**src/hw/rtl/rals_pkg.sv**
```systemverilog
// Shared types and constants for the LRU register allocator.
package rals_pkg;

   // Slot numbers go up to 63, so six bits cover every slot index
   localparam int IDX_BITS   = 6;
   localparam int REG_BITS   = 5;
   localparam int SPILL_BITS = 32;

   // Slots that come out of reset marked busy
   localparam int RSV_LO = 29;
   localparam int RSV_HI = 31;

   // Request mode codes
   localparam logic MODE_ALLOC = 1'b0;
   localparam logic MODE_FREE  = 1'b1;

   // Sweep token handed from cell to cell
   typedef struct packed {
      logic                valid;  // token present at this hop
      logic                found;  // a free slot has been claimed
      logic [IDX_BITS-1:0] idx;    // free slot, or oldest slot so far
   } sweep_type;

   // Update broadcast from the controller to every cell
   typedef struct packed {
      logic                alloc_wr;  // restamp slot idx
      logic                set_busy;  // also mark slot idx busy
      logic                free_wr;   // clear busy mark of slot idx
      logic [IDX_BITS-1:0] idx;
   } cmd_type;

endpackage

```
**src/hw/rtl/rals_cell.sv**
```systemverilog
// One slot cell: busy mark, use stamp and one hop of the allocation sweep.
module rals_cell import rals_pkg::*; #(
   parameter int SLOT_ID     = 0,
   parameter int TOTAL_SLOTS = 40,
   parameter int STAMP_BITS  = 32
) (
   input  logic                  clock,
   input  logic                  reset,
   input  cmd_type               cmd,
   input  logic [STAMP_BITS-1:0] cmd_stamp,
   input  sweep_type             sweep_in,
   input  logic [STAMP_BITS-1:0] best_in,
   output sweep_type             sweep_out,
   output logic [STAMP_BITS-1:0] best_out
);

   localparam logic HAS_BUSY = (SLOT_ID < TOTAL_SLOTS);
   localparam logic RSV_INIT = HAS_BUSY && (SLOT_ID >= RSV_LO) && (SLOT_ID <= RSV_HI);
   localparam logic [IDX_BITS-1:0] MY_IDX = IDX_BITS'(SLOT_ID);

   logic                  busy_ff, busy_in;
   logic [STAMP_BITS-1:0] stamp_ff, stamp_in;
   sweep_type             sweep_ff, sweep_hop_in;
   logic [STAMP_BITS-1:0] best_ff, best_hop_in;
   logic                  hit;

   assign hit = (cmd.idx == MY_IDX);

   // State update from the controller broadcast
   always_comb begin
      busy_in  = busy_ff;
      stamp_in = stamp_ff;
      if (cmd.alloc_wr && hit) begin
         stamp_in = cmd_stamp;
         if (cmd.set_busy && HAS_BUSY) begin
            busy_in = 1'b1;
         end
      end
      if (cmd.free_wr && hit && HAS_BUSY) begin
         busy_in = 1'b0;
      end
   end

   // Sweep hop: first free slot wins, otherwise strictly older stamp wins
   always_comb begin
      sweep_hop_in = sweep_in;
      best_hop_in  = best_in;
      if (sweep_in.valid && !sweep_in.found) begin
         if (!(busy_ff && HAS_BUSY)) begin
            sweep_hop_in.found = 1'b1;
            sweep_hop_in.idx   = MY_IDX;
         end else if (stamp_ff < best_in) begin
            sweep_hop_in.idx = MY_IDX;
            best_hop_in      = stamp_ff;
         end
      end
   end

   always_ff @(posedge clock) begin
      if (reset) begin
         busy_ff  <= RSV_INIT;
         stamp_ff <= '0;
         sweep_ff <= '0;
      end else begin
         busy_ff  <= busy_in;
         stamp_ff <= stamp_in;
         sweep_ff <= sweep_hop_in;
      end
      best_ff <= best_hop_in;
   end

   assign sweep_out = sweep_ff;
   assign best_out  = best_ff;

endmodule

```
**src/hw/rtl/register_allocator_lru_spill.sv**
```systemverilog
// Top level of the LRU register allocator: controller and chain of slot cells.
//
// An allocate item walks a token down a chain of ALLOC_SLOTS cells, one cell
// per clock, that finds the lowest free slot or else the oldest stamp (ties to
// the lowest slot); the grant and restamp follow. The input stalls from the
// acceptance of an allocate until its grant enters the output register. A
// stalled earlier result holds the grant back until it leaves. A free item
// gives no result and leaves the input ready for the next item. A finished
// result waits in an output register while the next item is already accepted
// and swept.
module register_allocator_lru_spill import rals_pkg::*; #(
   parameter int ALLOC_SLOTS = 31,
   parameter int TOTAL_SLOTS = 40,
   parameter int STAMP_BITS  = 32
) (
   input  logic                  clock,
   input  logic                  reset,
   input  logic                  req_valid,
   output logic                  req_stall,
   input  logic                  req_mode,
   input  logic [5:0]            req_reg_index,
   output logic                  rsp_valid,
   input  logic                  rsp_stall,
   output logic [REG_BITS-1:0]   rsp_reg_number,
   output logic                  rsp_spilled,
   output logic [SPILL_BITS-1:0] rsp_spill_total
);

   typedef enum logic [1:0] {ST_IDLE, ST_SWEEP, ST_DONE} state_type;

   state_type             state_ff;
   logic                  inject_ff;
   logic [IDX_BITS-1:0]   pick_ff;
   logic                  spill_ff;
   cmd_type               cmd_ff, cmd_in;
   logic [STAMP_BITS-1:0] clock_ff, clock_in;
   logic [SPILL_BITS-1:0] spills_ff, spills_in;
   logic                  rsp_valid_ff;
   logic [REG_BITS-1:0]   rsp_reg_number_ff;
   logic                  rsp_spilled_ff;
   logic [SPILL_BITS-1:0] rsp_spill_total_ff;
   logic                  req_take, rsp_free, rsp_load;

   sweep_type             sweep_chain [0:ALLOC_SLOTS];
   logic [STAMP_BITS-1:0] best_chain  [0:ALLOC_SLOTS];

   assign req_take = req_valid && (state_ff == ST_IDLE);
   assign rsp_free = !rsp_valid_ff || !rsp_stall;
   assign rsp_load = (state_ff == ST_DONE) && rsp_free;

   // Saturating time and spill counters
   assign clock_in  = (clock_ff != '1) ? clock_ff + 1'b1 : clock_ff;
   assign spills_in = (spill_ff && (spills_ff != '1)) ? spills_ff + 1'b1 : spills_ff;

   // Sweep entry at cell 0
   assign sweep_chain[0] = '{valid: inject_ff, found: 1'b0, idx: '0};
   assign best_chain[0]  = clock_ff;

   // Chain of slot cells
   for (genvar g = 0; g < ALLOC_SLOTS; g++) begin : g_cell
      rals_cell #(
         .SLOT_ID     (g),
         .TOTAL_SLOTS (TOTAL_SLOTS),
         .STAMP_BITS  (STAMP_BITS)
      ) u_cell (
         .clock     (clock),
         .reset     (reset),
         .cmd       (cmd_ff),
         .cmd_stamp (clock_ff),
         .sweep_in  (sweep_chain[g]),
         .best_in   (best_chain[g]),
         .sweep_out (sweep_chain[g+1]),
         .best_out  (best_chain[g+1])
      );
   end

   // Broadcast to the cells: a free in range, or the restamp of a grant
   always_comb begin
      cmd_in = '0;
      if (req_take && (req_mode == MODE_FREE) && (32'(req_reg_index) < TOTAL_SLOTS)) begin
         cmd_in.free_wr = 1'b1;
         cmd_in.idx     = req_reg_index;
      end else if (rsp_load) begin
         cmd_in.alloc_wr = 1'b1;
         cmd_in.set_busy = !spill_ff;
         cmd_in.idx      = pick_ff;
      end
   end

   // Controller: state, broadcasts and result register
   always_ff @(posedge clock) begin
      if (reset) begin
         state_ff     <= ST_IDLE;
         inject_ff    <= 1'b0;
         cmd_ff       <= '0;
         clock_ff     <= '0;
         spills_ff    <= '0;
         rsp_valid_ff <= 1'b0;
      end else begin
         inject_ff    <= req_take && (req_mode == MODE_ALLOC);
         cmd_ff       <= cmd_in;
         rsp_valid_ff <= rsp_load || (rsp_valid_ff && rsp_stall);
         // time advances once the cells have taken the current stamp
         if (cmd_ff.alloc_wr) begin
            clock_ff <= clock_in;
         end
         unique case (state_ff)
            ST_IDLE: begin
               if (req_take && (req_mode == MODE_ALLOC)) begin
                  state_ff <= ST_SWEEP;
               end
            end
            ST_SWEEP: begin
               if (sweep_chain[ALLOC_SLOTS].valid) begin
                  pick_ff  <= sweep_chain[ALLOC_SLOTS].idx;
                  spill_ff <= !sweep_chain[ALLOC_SLOTS].found;
                  state_ff <= ST_DONE;
               end
            end
            ST_DONE: begin
               if (rsp_free) begin
                  rsp_reg_number_ff  <= REG_BITS'(pick_ff);
                  rsp_spilled_ff     <= spill_ff;
                  rsp_spill_total_ff <= spills_in;
                  spills_ff          <= spills_in;
                  state_ff           <= ST_IDLE;
               end
            end
            default: begin
               state_ff <= ST_IDLE;
            end
         endcase
      end
   end

   assign req_stall       = (state_ff != ST_IDLE);
   assign rsp_valid       = rsp_valid_ff;
   assign rsp_reg_number  = rsp_reg_number_ff;
   assign rsp_spilled     = rsp_spilled_ff;
   assign rsp_spill_total = rsp_spill_total_ff;

endmodule

```
**config.mk**
```make
export PLATFORM = sky130hd
export DESIGN_NAME = register_allocator_lru_spill
export DESIGN_NICKNAME = d
export VERILOG_FILES = /design/src/hw/rtl/rals_pkg.sv /design/src/hw/rtl/rals_cell.sv /design/src/hw/rtl/register_allocator_lru_spill.sv
export SDC_FILE = /design/constraint.sdc
export NUM_CORES = 2
export LEC_CHECK = 0
export BUFFER_PORTS_ARGS = -buffer_cell sky130_fd_sc_hd__clkbuf_2
export CORE_MARGIN = 8
export CORE_UTILIZATION = 35
export DETAILED_ROUTE_END_ITERATION = 16
export MAX_ROUTING_LAYER = met4
export PLACE_DENSITY_LB_ADDON = 0.25
export SLEW_MARGIN = 20
export SYNTH_ARGS = -nofsm -noshare
export SYNTH_HDL_FRONTEND = slang
export SYNTH_SLANG_ARGS = --single-unit
```
**constraint.sdc**
```tcl
create_clock -name clock -period 4.2 [get_ports clock]
set_input_delay 0.21 -clock clock [delete_from_list [all_inputs] [get_ports clock]]
set_output_delay 0.21 -clock clock [all_outputs]
set_load 0.01 [all_outputs]
```
After elaboration in Yosys (flattened, before gate mapping)
Cells that the tools add are included.
{ "totals": {"ramBits": 0, "rom_bits": 0, "ff_bits": 2353, "latch_bits": 0, "word_cells": 709, "memories": 0, "inputBits": 11} }
{ "op_classes": {"order_cmp": 32, "n_mul": 0, "div": 0, "reduce_logical": 210, "n_mux": 225, "n_shift": 0, "n_bitwise": 4, "eq_ne": 37, "addsub": 2} }
{ "ops": {"columns": ["operator", "n"], "rows": [
  ["2-to-1 mux 32 bit", 91],
  ["< comparator 32 bit", 31],
  ["2-to-1 mux 6 bit", 62],
  ["2-to-1 mux 7 bit", 30],
  ["logical AND 1 bit", 99],
  ["== test 6 x 5 -> 1 bit (second input constant)", 15],
  ["AND reduction 2 bit", 33],
  ["adder 32 x 1 -> 32 bit (second input constant)", 2],
  ["inequality test 32 bit (second input constant)", 2],
  ["OR reduction 2 bit", 31],
  ["== test 6 x 4 -> 1 bit (second input constant)", 8],
  ["2-to-1 mux 1 bit", 37],
  ["zero test 1 bit", 34],
  ["== test 6 x 3 -> 1 bit (second input constant)", 4],
  ["== test 6 x 2 -> 1 bit (second input constant)", 2],
  ["nonzero test 2 bit", 5],
  ["AND reduction 3 bit", 3],
  ["2-to-1 mux 2 bit", 4],
  ["== test 6 x 1 -> 1 bit (second input constant)", 1],
  ["zero test 6 bit", 1],
  ["< comparator 6 bit (second input constant)", 1],
  ["case mux 2 bit (3 select lines)", 1],
  ["inequality test 2 x 1 -> 1 bit (second input constant)", 2],
  ["NOT 1 bit", 4],
  ["6 further kinds", 7]
]} }

Depth between registers and ports, before layout
{ "logic_depth": {"ltp_word": 5, "depth_mapped": 11} }

Modules after synthesis
A second synthesis with hierarchy kept.
{ "unflattened": {"cells_unflattened": 11329, "area_unflattened_um2": 109361.1} }
{ "by_module_without_submodules": {"columns": ["mod", "cells_per_inst", "area_each_um2", "instances"], "rows": [
  ["rals_cell (g_cell[10].u_cell ...)", 346, 3339.5, 7],
  ["rals_cell (g_cell[16].u_cell ...)", 346, 3344.5, 5],
  ["rals_cell (g_cell[11].u_cell ...)", 346, 3338.2, 5],
  ["rals_cell (g_cell[21].u_cell ...)", 346, 3343.2, 4],
  ["rals_cell (g_cell[29].u_cell ...)", 351, 3377.0, 2],
  ["rals_cell (g_cell[23].u_cell ...)", 350, 3373.2, 2],
  ["rals_cell (g_cell[17].u_cell ...)", 346, 3353.2, 2],
  ["rals_cell (g_cell[12].u_cell ...)", 347, 3338.2, 2],
  ["register_allocator_lru_spill", 574, 5605.4, 1],
  ["rals_cell (g_cell[15].u_cell)", 350, 3368.2, 1],
  ["rals_cell (g_cell[0].u_cell)", 351, 3342.0, 1]
]} }

Worst setup path after synthesis
OpenSTA, ideal clock, no wires.
{ "synth_timing": {"path_type": "register to register", "from": "register state_ff[0]", "to": "register rsp_reg_number_ff[0] (netlist: rsp_reg_number[0]) (enable)", "t_arrival_ns": 2.569, "path_slack_ns": 1.190, "path_stages_with_launch": 5, "n_path_buf": 1, "period_less_slack_ns": 3.010, "required_time_ns": 3.759, "setup_ns": 0.441, "cell_sequence": "dfxtp_1 -> nand2b_1 -> nand2b_1 -> clkbuf_1 -> nor2_1"} }
{ "synth_between": {"elab_chain_cells": 2} }
{ "synth_lines": {"columns": ["item", "line", "rtl"], "rows": [
  ["start, declared", "register_allocator_lru_spill.sv:31", "state_type state_ff;"],
  ["start signal, assigned", "register_allocator_lru_spill.sv:93", "state_ff <= ST_IDLE;"],
  ["start signal, assigned", "register_allocator_lru_spill.sv:110", "state_ff <= ST_SWEEP;"],
  ["start signal, assigned", "register_allocator_lru_spill.sv:117", "state_ff <= ST_DONE;"],
  ["== test 2 bit", "register_allocator_lru_spill.sv:107", "unique case (state_ff)"],
  ["AND reduction 3 bit (no source line)", null, null],
  ["end signal, assigned", "register_allocator_lru_spill.sv:122", "rsp_reg_number_ff <= REG_BITS'(pick_ff);"],
  ["end, declared", "register_allocator_lru_spill.sv:39", "logic [REG_BITS-1:0] rsp_reg_number_ff;"]
]} }
No other way between the ends.
A chain may end at the register's enable or synchronous reset.

Worst setup path in the final report
{ "layout_timing": {"from": "register g_cell[28].u_cell.best_ff[30]", "to": "register g_cell[29].u_cell.best_ff[4]"} }
{ "layout_between": {"elab_chain_cells": 4} }
{ "layout_lines": {"columns": ["item", "line", "rtl"], "rows": [
  ["start, declared", "rals_cell.sv:24", "logic [STAMP_BITS-1:0] best_ff, best_hop_in;"],
  ["start signal, assigned", "rals_cell.sv:69", "best_ff <= best_hop_in;"],
  ["< comparator 32 bit", "rals_cell.sv:52", "end else if (stamp_ff < best_in) begin"],
  ["2-to-1 mux 32 bit", "rals_cell.sv:52", null],
  ["2-to-1 mux 32 bit", "rals_cell.sv:49", "if (!(busy_ff && HAS_BUSY)) begin"],
  ["2-to-1 mux 32 bit", "rals_cell.sv:48", "if (sweep_in.valid && !sweep_in.found) begin"],
  ["named net g_cell[29].u_cell.best_hop_in[4]", "rals_cell.sv:24", null],
  ["end signal, assigned", "rals_cell.sv:69", null],
  ["end, declared", "rals_cell.sv:24", null]
]} }
The timed path passes the listed nets, and every way through them passes these cells.

==> impl_results.md <==
- First-pass GRT wire length: 454,000 um
- Fillers: 28,770
- Main flop type after synthesis: dfxtp_1
- Vias in the first global route: 76,320
- Total gr overflow: 0
- Async S/R FF share, synth: 0%
- Synth Cell Area: 103,100 um2
- DR vias/cell: 5.025
- Post-layout net count: 12,280
- Hold path depth: 3
- Post-Layout Cell Count: 15,420
- Reg-to-reg critical path startpoint: g_cell[28].u_cell.best_out[30]
- Leak: 44.34 nW
- Residual DRC: 0
- Least-Margin Pin Slew: 1.197 ns
- Root Buffer: clkbuf_16
- GRT Util Overall: 18.90%
- Iter 0 DRT Violations: 5,334
- Post-synth EDFFs: 44
- Multi-input gate area: 50,570 um2
- Worst hold path class: in -> reg
- Max-cap viol count: 0
- CTS buffer count: 243
- Die X-Extent: 558.7 um
- Ratio of cells with drive above 1 in the final layout: 14.21%
- PortBufs: 50
- Dpl ws: 0.9834 ns
- Vias: 77,500
- Largest net degree at the start of global routing: 194
- Register area share after synthesis: 44.90%
- CP startpoint kind: flip-flop
- Wire per inst: 19.16 um
- Slew HR: 20.19%
- Post-DRT Antenna Nets: 0
- Tcrit/Tclk final: 77.97%
- Setup Skew: 0.07374 ns
- Synth Register Bits: 2,290
- Setup violators final: 0
- R2R cell count: 9
- Yosys warnings: 0
- Pwr per Cell Area: 381.6 nW/um2
- Crit path max fanout: 32
- Detailed placement HPWL: 194,100 um
- Post-Syn Area per Cell: 9.006 um2
- Worst setup path endpoint: g_cell[29].u_cell.best_out[4]
- Pre-Repair DR Iteration Count: 7
- Initial Utilization: 35.12%
- Synthesized instance count: 11,450
- Max Buffers Root-to-Sink: 4
- Initial antenna violation count: 14
- CTS tree: built
- Final Hold Viols: 0
- Die height: 558.7 um
- RSZ-0062 raised after global routing: false
- Final Max Slew Viols: 0
- Reg-to-reg endpoint: g_cell[29].u_cell.best_out[4]
- Synthesized Nets: 12,420
- Crit end category: flip-flop
- H-tree Lvls: 4
- Worst setup margin: 0.9253 ns
- F_max: 305.4 MHz
- Wirelength, routed: 295,500 um
- Area Overhead vs Synth: 12.12%
- CP Data Arrival Time: 4.01 ns
- Core box area: 293,600 um2
- Worst path required time: 4.93 ns
- Overall power: 0.04411 W
- Final core occ: 39.37%
- Placed cells: 14,960
- Critical Path Start: g_cell[28].u_cell.best_out[30]
- Minimum clock period: 3.275 ns
- Fin Setup TNS: 0 ns
- R2R setup slack: 0.93 ns
- Ports: 51
- Cell Rows: 199
- Clk sinks: 2,290
- WS Path Type: reg -> reg
- Outcome: completed
- Die ar.: 312,200 um2
- Worst skew pair latency: 0.91 ns
- Routability congestion estimate: 0.8787
- Sequential Area: 46,360 um2
- VDD IR max: 370.4 uV
- Synth cell types: 84
- Setup Fix Bufs, Post-CTS: 0
- Clk slew on worst S/H paths: 0.06 ns
[layer usage]
layer | vias up | part of all wire (%) | wire [um] | GRT usage, %
met5 | - | 0 | 0 | -
met4 | 0 | 3.3 | 9812 | 5.709
met3 | 496 | 4.3 | 12790 | 2.091
met2 | 1547 | 47 | 139300 | 31.26
met1 | 37120 | 45 | 133600 | 24.34
li1 | 38340 | - | - | -
[flip-flops by register name, summed over array words and instances, names as in the netlist]
register	flops
rsp_valid	1
spill_ff	1
spills_ff	32
g_cell.u_cell.stamp_ff	992
rsp_spilled	1
clock_ff	32
g_cell.u_cell.sweep_out	186
cmd_ff	9
rsp_reg_number	5
rsp_spill_total	32
pick_ff	5
g_cell.u_cell.best_out	960
inject_ff	1
state_ff	2
g_cell.u_cell.busy_ff	31
[layout make-up]
class / count / share of cell area, %
multi-input cells: 7526 / 43.75
diodes: 3 / 0.006495
clock buffers: 345 / 6.099
repair buffers: 228 / 1.539
inverters: 1012 / 3.287
well taps: 3919 / 4.242
flip-flops and latches: 2290 / 40.11
clock inverters: 99 / 0.9645
[metrics by stage]
step                area (um2)  hold slack [ns]
floorplan               103100           0.2890
global placement        107200           0.3860
detailed placement      107300           0.3906
CTS                     115600          0.09980
global route            115600           0.1332
finish                  115600           0.1790
[cells in the mapped netlist (27+ instances only)]
master / count / area, um2
mux2_2: 859 / 9673
a21oi_1: 1424 / 7127
nand2b_1: 64 / 400.4
o211ai_1: 40 / 300.3
nand2_1: 2338 / 8776
dfxtp_1: 2246 / 44960
xnor2_1: 39 / 341.6
mux2_4: 31 / 465.5
nand4_1: 120 / 750.7
edfxtp_1: 44 / 1321
nor2b_1: 52 / 325.3
inv_1: 1010 / 3791
and3_1: 64 / 400.4
o21a_1: 41 / 307.8
a21o_1: 51 / 382.9
nor4_1: 30 / 187.7
buf_2: 102 / 510.5
nor3_1: 59 / 295.3
or4_1: 40 / 300.3
buf_6: 27 / 304.0
clkbuf_1: 462 / 1734
mux2_1: 41 / 461.7
ha_1: 963 / 12050
o21ai_0: 220 / 1101
nand3_1: 160 / 800.8
xor2_1: 36 / 315.3
a2111oi_0: 28 / 245.2
nor2_1: 374 / 1404
a211oi_1: 55 / 412.9
a311oi_1: 33 / 289.0
[where the power goes]
part	leakage [nW]	internal [W]	switching, W
registers	18.5	0.0218	0.00000870
clock network	4.03	0.0129	0.00914
logic	21.8	0.0000428	0.000261
[how the worst min path moves through the flow]
stage | from | endpoint | slack (ns)
final | req_reg_index[5] | cmd_ff[5] | 0.18
after global routing | req_reg_index[4] | cmd_ff[4] | 0.13
after CTS | req_reg_index[5] | cmd_ff[5] | 0.1
after detailed placement | g_cell[30].u_cell.sweep_out[3] | pick_ff[3] | 0.39
after global placement | g_cell[30].u_cell.sweep_out[2] | pick_ff[2] | 0.39
after floorplan | req_mode | inject_ff | 0.29
[repair_timing]
action                    4_1_cts  5_1_grt
hold endpoints to repair       76        0
gates resized for setup         0        0
hold buffers                   13        0
[logic make-up after synthesis]
| logic type | count (synthesis) | synth area share (%) |
|---|---|---|
| fa+ha+maj | 963 | 11.69 |
| flops | 2290 | 44.90 |
| compound gates | 2115 | 11.78 |
| xor+xnor | 75 | 0.6372 |
| mux | 932 | 10.29 |
| simple gates | 3441 | 14.37 |
| buf+inv | 1631 | 6.334 |
[critical path, cell delays in order, from the launching register on]
cell	delay [ns]
dfxtp_1	0.36
inv_1	0.06
ha_1	0.31
nand4_1	0.23
nor4_1	0.69
nand2_1	0.12
o2bb2ai_1	0.60
nor3_4	0.03
buf_4	0.29
mux2_1	0.39
[cell usage in the layout, fill, tap and decap left out, drive strengths merged, types with 64 or more instances in the layout]
cell	count
nor3	81
nand3	160
a21oi	1425
nor2	374
ha	963
nand2b	64
o21ai	225
dfxtp	2246
clkbuf	394
inv	1023
buf	166
nand2	2339
mux2	931
and3	64
nand4	120
(Power assumes the default switching activity.)
